==> src/rtl/core/assert_macros.svh <==
// Assertion helpers shared by the core RTL.
`ifndef ASSERT_MACROS_SVH
`define ASSERT_MACROS_SVH

// Check on every rising edge, skipped while reset is high.
`define SPQ_ASSERT(lbl, clk, rst, prop) \
   lbl: assert property (@(posedge clk) disable iff (rst) (prop)) \
      else $error("sorted priority queue check failed");

// Check on every rising edge, reset included.
`define SPQ_ASSERT_ALWAYS(lbl, clk, prop) \
   lbl: assert property (@(posedge clk) (prop)) \
      else $error("sorted priority queue check failed");

`endif

==> src/rtl/core/spq_pkg.sv <==
// ----------------------------------------------------------------------------
// spq_pkg
// Types and codes shared by the sorted priority queue cells and top level.
// ----------------------------------------------------------------------------
`timescale 1ns / 1ps

package spq_pkg;

   localparam int unsigned DataW   = 32;
   localparam int unsigned PrioW   = 16;
   localparam int unsigned StatusW = 2;
   localparam int unsigned OccW    = 5;

   localparam logic ACTION_ENQ = 1'b0;
   localparam logic ACTION_DEQ = 1'b1;

   typedef enum logic [StatusW-1:0] {
      STATUS_OK    = 2'd0,
      STATUS_FULL  = 2'd1,
      STATUS_EMPTY = 2'd2
   } status_type;

   typedef struct packed {
      logic                    valid;
      logic signed [DataW-1:0] data;
      logic signed [PrioW-1:0] prio;
   } entry_type;

   typedef struct packed {
      logic                    enq;
      logic                    deq;
      logic signed [DataW-1:0] data;
      logic signed [PrioW-1:0] prio;
   } ctl_type;

endpackage

==> src/rtl/core/spq_cell.sv <==
// ----------------------------------------------------------------------------
// spq_cell
// One slot of the sorted chain: holds, takes the new entry, or shifts.
// ----------------------------------------------------------------------------
`timescale 1ns / 1ps

module spq_cell (
   input  logic               clock,
   input  logic               reset,
   input  spq_pkg::ctl_type   ctl,
   input  spq_pkg::entry_type left_entry,
   input  logic               left_keep,
   input  spq_pkg::entry_type right_entry,
   output spq_pkg::entry_type entry,
   output logic               keep
);

   spq_pkg::entry_type entry_ff;
   spq_pkg::entry_type entry_in;

   assign keep  = entry_ff.valid && (entry_ff.prio >= ctl.prio);
   assign entry = entry_ff;

   always_comb begin
      entry_in = entry_ff;
      priority if (ctl.enq) begin
         priority if (keep) begin
            entry_in = entry_ff;
         end else if (left_keep) begin
            entry_in.valid = 1'b1;
            entry_in.data  = ctl.data;
            entry_in.prio  = ctl.prio;
         end else begin
            entry_in = left_entry;
         end
      end else if (ctl.deq) begin
         entry_in = right_entry;
      end else begin
         entry_in = entry_ff;
      end
   end

   always_ff @(posedge clock) begin
      if (reset) begin
         entry_ff.valid <= 1'b0;
      end else begin
         entry_ff.valid <= entry_in.valid;
      end
      entry_ff.data <= entry_in.data;
      entry_ff.prio <= entry_in.prio;
   end

endmodule

==> src/rtl/core/sorted_priority_queue.sv <==
// ----------------------------------------------------------------------------
// sorted_priority_queue
// Response: registered in the output register in the cycle after the request transaction.
// Throughput: one transaction per cycle while the response side is not stalled; all cells compare and shift together.
// Reset: clears all cell valid bits and the count; cell payloads are not reset.
// ----------------------------------------------------------------------------
`timescale 1ns / 1ps
`include "assert_macros.svh"

module sorted_priority_queue #(
   parameter int unsigned DEPTH = 16
) (
   input  logic                                clock,
   input  logic                                reset,
   input  logic                                req_valid,
   output logic                                req_ready,
   input  logic                                req_action,
   input  logic signed [spq_pkg::DataW-1:0]    req_item_data,
   input  logic signed [spq_pkg::PrioW-1:0]    req_item_priority,
   output logic                                rsp_valid,
   input  logic                                rsp_ready,
   output logic [spq_pkg::StatusW-1:0]         rsp_status,
   output logic signed [spq_pkg::DataW-1:0]    rsp_out_data,
   output logic signed [spq_pkg::PrioW-1:0]    rsp_out_priority,
   output logic [spq_pkg::OccW-1:0]            rsp_occupancy
);

   localparam int unsigned CntW = $clog2(DEPTH + 1);

   spq_pkg::entry_type cell_entry [DEPTH];
   logic [DEPTH-1:0]   keep_vec;
   logic [DEPTH-1:0]   valid_vec;
   spq_pkg::ctl_type   ctl;

   logic                             req_fire;
   logic                             full;
   logic                             empty;
   logic                             enq_ok;
   logic                             deq_ok;

   logic [CntW-1:0]                  count_ff;
   logic [CntW-1:0]                  count_in;
   logic                             rsp_valid_ff;
   logic                             rsp_valid_in;
   spq_pkg::status_type              status_ff;
   spq_pkg::status_type              status_in;
   logic signed [spq_pkg::DataW-1:0] data_ff;
   logic signed [spq_pkg::DataW-1:0] data_in;
   logic signed [spq_pkg::PrioW-1:0] prio_ff;
   logic signed [spq_pkg::PrioW-1:0] prio_in;
   logic [CntW+spq_pkg::OccW-1:0]    occ_wide;

   assign req_ready = !rsp_valid_ff || rsp_ready;
   assign req_fire  = req_valid && req_ready;
   assign full      = cell_entry[DEPTH-1].valid;
   assign empty     = !cell_entry[0].valid;
   assign enq_ok    = req_fire && (req_action == spq_pkg::ACTION_ENQ) && !full;
   assign deq_ok    = req_fire && (req_action == spq_pkg::ACTION_DEQ) && !empty;

   assign ctl.enq  = enq_ok;
   assign ctl.deq  = deq_ok;
   assign ctl.data = req_item_data;
   assign ctl.prio = req_item_priority;

   for (genvar i = 0; i < DEPTH; i++) begin : g_cell
      spq_pkg::entry_type left_entry;
      spq_pkg::entry_type right_entry;
      logic               left_keep;

      if (i == 0) begin : g_first
         assign left_entry = '0;
         assign left_keep  = 1'b1;
      end else begin : g_mid
         assign left_entry = cell_entry[i-1];
         assign left_keep  = keep_vec[i-1];
      end

      if (i == DEPTH - 1) begin : g_last
         assign right_entry = '0;
      end else begin : g_inner
         assign right_entry = cell_entry[i+1];
      end

      spq_cell u_cell (
         .clock       (clock),
         .reset       (reset),
         .ctl         (ctl),
         .left_entry  (left_entry),
         .left_keep   (left_keep),
         .right_entry (right_entry),
         .entry       (cell_entry[i]),
         .keep        (keep_vec[i])
      );

      assign valid_vec[i] = cell_entry[i].valid;
   end

   always_comb begin
      count_in     = count_ff;
      rsp_valid_in = rsp_valid_ff && !rsp_ready;
      status_in    = status_ff;
      data_in      = data_ff;
      prio_in      = prio_ff;
      if (req_fire) begin
         rsp_valid_in = 1'b1;
         data_in      = '0;
         prio_in      = '0;
         priority if (enq_ok) begin
            status_in = spq_pkg::STATUS_OK;
            count_in  = count_ff + 1'b1;
         end else if (deq_ok) begin
            status_in = spq_pkg::STATUS_OK;
            count_in  = count_ff - 1'b1;
            data_in   = cell_entry[0].data;
            prio_in   = cell_entry[0].prio;
         end else if (req_action == spq_pkg::ACTION_ENQ) begin
            status_in = spq_pkg::STATUS_FULL;
         end else begin
            status_in = spq_pkg::STATUS_EMPTY;
         end
      end
   end

   always_ff @(posedge clock) begin
      if (reset) begin
         count_ff     <= '0;
         rsp_valid_ff <= 1'b0;
      end else begin
         count_ff     <= count_in;
         rsp_valid_ff <= rsp_valid_in;
      end
   end

   always_ff @(posedge clock) begin
      status_ff <= status_in;
      data_ff   <= data_in;
      prio_ff   <= prio_in;
   end

   assign occ_wide = {{spq_pkg::OccW{1'b0}}, count_ff};

   assign rsp_valid        = rsp_valid_ff;
   assign rsp_status       = status_ff;
   assign rsp_out_data     = data_ff;
   assign rsp_out_priority = prio_ff;
   assign rsp_occupancy    = occ_wide[spq_pkg::OccW-1:0];

   `SPQ_ASSERT(a_count_matches_cells, clock, reset, $countones(valid_vec) == count_ff)
   `SPQ_ASSERT(a_deq_shrinks, clock, reset, deq_ok |=> (count_ff == $past(count_ff) - 1'b1))
   `SPQ_ASSERT(a_front_sorted, clock, reset, valid_vec[1] |-> (cell_entry[0].prio >= cell_entry[1].prio))

endmodule

==> config.mk <==
export PLATFORM = sky130hd
export DESIGN_NAME = sorted_priority_queue
export DESIGN_NICKNAME = d
export VERILOG_FILES = /design/src/rtl/core/spq_pkg.sv /design/src/rtl/core/spq_cell.sv /design/src/rtl/core/sorted_priority_queue.sv
export VERILOG_INCLUDE_DIRS = /design/src /design/src/rtl/core
export SDC_FILE = /design/constraint.sdc
export NUM_CORES = 2
export LEC_CHECK = 0
export ABC_AREA = 1
export BUFFER_PORTS_ARGS = -buffer_cell sky130_fd_sc_hd__buf_2
export CAP_MARGIN = 20
export CORE_MARGIN = 3
export CORE_UTILIZATION = 40
export DETAILED_ROUTE_END_ITERATION = 16
export RECOVER_POWER = 25
export SYNTH_ARGS = -nofsm -noshare
export SYNTH_HDL_FRONTEND = slang
export SYNTH_SLANG_ARGS = --single-unit
export TNS_END_PERCENT = 5
==> constraint.sdc <==
create_clock -name clock -period 5.5 [get_ports clock]
set_input_delay 0.55 -clock clock [delete_from_list [all_inputs] [get_ports clock]]
set_output_delay 0.55 -clock clock [all_outputs]
set_load 0.03 [all_outputs]
==> results.rst <==
.. list-table::
   :header-rows: 1

   * - Metric
     - Value
   * - Outcome
     - complete, but fails checks
   * - Failing checks
     - capacitance limit, slew limit
   * - Chip Width
     - 349 um
   * - Bufs and invs on worst path
     - 2
   * - Startpoint-to-endpoint class of the critical path
     - reg -> reg
   * - Delay contributed by the slowest stage of the critical path
     - 770 ps
   * - Dominant delay contributor by cell family on the critical path
     - simple AND/OR/NAND/NOR gates
   * - Final number of max-transition violations
     - between 200 and 250
   * - Detailed-route wire length per cell
     - ~19 um
   * - Number of antenna violations at the first check in global routing
     - 4
   * - Max H-tree Level
     - 3
   * - Post CTS Setup Buffer Count
     - 0
   * - Global-route congestion overflow total
     - 0
   * - Routed vias
     - 37,239
   * - Clock Tree Root
     - clkbuf_16
   * - Die Area
     - roughly 120,000 sq um
   * - Die extent in y
     - 349 um
   * - Remaining number of nets flagged by the antenna check after routing
     - 0
   * - Clock Path Buffers
     - 3
   * - Clock transition at path regs
     - 60 ps
   * - Core box area
     - ~120,000 sq um
   * - Number of detailed-route iterations in the first pass
     - 6
   * - Standard cell with the maximum stage delay on the critical path
     - nor3_1
   * - Count of endpoints failing hold in the final timing report
     - 0
   * - Crit path DAT
     - between 4000 and 5000 ps
   * - Global-route wire length before repair
     - 209 mm
   * - Ordered cell list for the critical path
     - nor3_1 > buf_12 > nand2_1 > nand2_1 > buf_4
   * - Critical path capture point type
     - register
   * - Count of routing violations after the opening detailed-route iteration
     - 3,858
   * - Final weighted congestion in routability-driven placement
     - roughly 0.85
   * - Via density per instance
     - 5.25
   * - # clock sinks
     - between 800 and 900
   * - Maximum operating frequency
     - 0.253 GHz
   * - Min cycle time layout
     - about 4000 ps
   * - Standard-cell row count
     - between 100 and 150
   * - Critical Path Start Type
     - register
   * - Register bit count reported by yosys
     - 840
   * - Final cycle utilization of the critical path
     - ~72%
   * - Synth-to-layout area growth
     - 9.36%
   * - Clock latency of the later-clocked register in the worst-skew pair
     - about 670 ps
   * - Worst slew margin
     - -117%
   * - Num CTS Buffers
     - 94
   * - GRT Overall Usage
     - 21.8%
   * - Worst IR drop on VDD
     - around 0.00023 V
   * - # IOs
     - between 100 and 150
   * - HPWL reported at the end of detailed placement
     - 90.3 mm
   * - Post-cts hold buffer count
     - 0
   * - Total setup violations reported at the end of the flow
     - 0
   * - DRC
     - 0
   * - Synth Net Count
     - 5,812
   * - Minimum setup slack after placement
     - 1510 ps
   * - # resized after CTS
     - 0
   * - Post-route setup slack
     - 1550 ps
   * - Cell occurring most often along the worst timing path
     - nand2_1
   * - WP data required
     - 5820 ps
   * - Share of synthesized area occupied by flip-flops and latches
     - approximately 53%
   * - CTS tree
     - built
   * - Maximum capacitance violations
     - 3
   * - Fraction of layout cells with a size suffix above 1
     - ~7%
   * - Synth cell types
     - 35
   * - Setup repair after global routing missed its margin
     - no
   * - Buffers on Ports
     - 109
   * - Post-Route Skew
     - 29.2 ps
   * - Power density over the cells
     - between 300 and 400 nW/um^2
   * - Final TNS setup
     - 0 ps
   * - Crit-path max FO
     - 82
   * - Starting utilization of the core area
     - 40.3%
   * - Routed WL
     - 135 mm
   * - Summed instance area of the synthesized netlist
     - about 47,000 sq um
   * - Pleak
     - about 26 nW
   * - Hold WC Path Type
     - in -> reg
   * - Layout net count
     - 5,785
   * - Average cell area after synthesis
     - roughly 8.5 sq um
   * - Post-synthesis cell count
     - approximately 5,500
   * - Number of global-route vias before repair
     - ~35,000
   * - Syn. warnings
     - 0
   * - Maximum number of pins on one net before global-route repair
     - around 190
   * - Transition at the pin with the smallest max-transition slack
     - approximately 3300 ps
-- cells by family after synthesis --
group / count (synthesis) / synth area share [%]
muxes: 9 / 0.192
and+or+nand+nor: 3019 / 25.2
xor gates and xnor gates: 2 / 0.0373
buffers and inverters: 628 / 6.24
adders and majority gates: 244 / 6.52
AOI/OAI and AO/OA: 773 / 8.58
DFF: 840 / 53.3
-- layout by cell type (no fill, tap or decap), types with 4 or more instances in the layout --
cell | netlist | routed
ha_1 | 243 | 243
mux2i_1 | 9 | 9
o21ai_0 | 221 | 239
nand3_1 | 58 | 57
clkbuf_8 | 0 | 4
o21ai_1 | 308 | 290
clkbuf_16 | 0 | 96
nand2_4 | 10 | 11
clkinv_2 | 0 | 18
nor2_4 | 6 | 6
buf_2 | 86 | 52
a21oi_1 | 196 | 196
dfxtp_1 | 22 | 21
buf_12 | 1 | 12
nand2_1 | 2764 | 2772
edfxtp_1 | 818 | 818
bufinv_16 | 0 | 7
clkinv_1 | 0 | 20
nand2_2 | 52 | 43
buf_4 | 33 | 56
nand4_1 | 30 | 30
nand3_2 | 5 | 5
inv_1 | 310 | 310
nor2_2 | 20 | 19
clkbuf_1 | 138 | 78
o21ai_2 | 30 | 30
inv_2 | 15 | 14
nor2_1 | 70 | 71
o21bai_1 | 14 | 14
-- path summary, 6_finish.rpt --
kind,from,end,slack [ps],cells after the start
max,g_cell[15].u_cell.entry[48],g_cell[9].u_cell.entry[43],1550,5
min reg2reg,rsp_occupancy[4],rsp_occupancy[4],470,2
min,req_valid,rsp_valid,130,3
max reg2reg,g_cell[15].u_cell.entry[48],g_cell[9].u_cell.entry[43],1550,5
-- metrics by stage --
step / std cells / area [sq um] / power, mW / hold WS, ps / util, %
2_1_floorplan: 5515 / 47000 / 9.91 / 480 / -
3_3_place_gp: 6915 / 48400 / 10.6 / 452 / 41.6
3_5_place_dp: 6916 / 48500 / 10.7 / 454 / 41.6
4_1_cts: 7090 / 51500 / 17.0 / 93.8 / 44.3
5_1_grt: 7090 / 51300 / 17.7 / 126 / 44.1
6_report: 7092 / 51300 / 16.9 / 133 / 44.1
-- sequential cells by signal, indices dropped and copies added, names as in the netlist --
signal               cells
rsp_out_priority        16
rsp_occupancy            5
g_cell.u_cell.entry    784
rsp_out_data            32
rsp_valid                1
rsp_status               2
-- synthesized netlist by cell type --
library cell / number / area share (%)
a211oi_1: 1 / 0.016
a21o_1: 1 / 0.016
a21oi_1: 196 / 2.1
a22oi_1: 2 / 0.032
buf_1: 3 / 0.024
buf_12: 1 / 0.043
buf_2: 86 / 0.92
buf_4: 33 / 0.53
buf_6: 40 / 0.96
buf_8: 2 / 0.064
clkbuf_1: 138 / 1.1
dfxtp_1: 22 / 0.94
edfxtp_1: 818 / 52
fa_1: 1 / 0.043
ha_1: 243 / 6.5
inv_1: 310 / 2.5
inv_2: 15 / 0.12
mux2i_1: 9 / 0.19
nand2_1: 2764 / 22
nand2_2: 52 / 0.69
nand2_4: 10 / 0.24
nand3_1: 58 / 0.62
nand3_2: 5 / 0.11
nand4_1: 30 / 0.40
nor2_1: 70 / 0.56
nor2_2: 20 / 0.27
nor2_4: 6 / 0.14
nor3_1: 1 / 0.011
nor3_2: 1 / 0.021
o21ai_0: 221 / 2.4
o21ai_1: 308 / 3.3
o21ai_2: 30 / 0.56
o21bai_1: 14 / 0.22
or2_2: 2 / 0.027
xor2_1: 2 / 0.037
-- power by group --
part / internal (mW) / leakage (nW) / switching, mW
Clock: 3.60 / 1.49 / 2.71
Sequential: 7.72 / 7.90 / 0.311
Combinational: 0.780 / 16.5 / 1.80
Total: 12.1 / 25.9 / 4.82
-- tightest hold or removal path, cell delays in order --
cell and delay (ps):
buf_2 100, inv_1 40, a21oi_1 50
-- final cells by class --
type,instances,area (sq um)
flip-flops and latches,840,25000
clock buffers,119,2530
inverters,325,1230
well taps,1524,1910
fillers,11461,65000
diodes,2,5.00
repair buffers,180,1150
clock inverters,55,517
multi-input cells,4047,19000
-- metal layers --
| layer | vias to the layer above | GRT usage, % | wire (um) |
|---|---|---|---|
| li1 | 18038 | - | - |
| met1 | 17576 | 31.2 | 60300 |
| met2 | 1430 | 34.2 | 60300 |
| met3 | 191 | 3.32 | 10900 |
| met4 | 4 | 6.41 | 3380 |
| met5 | - | 0 | 21 |
(Power assumes the default switching activity.)
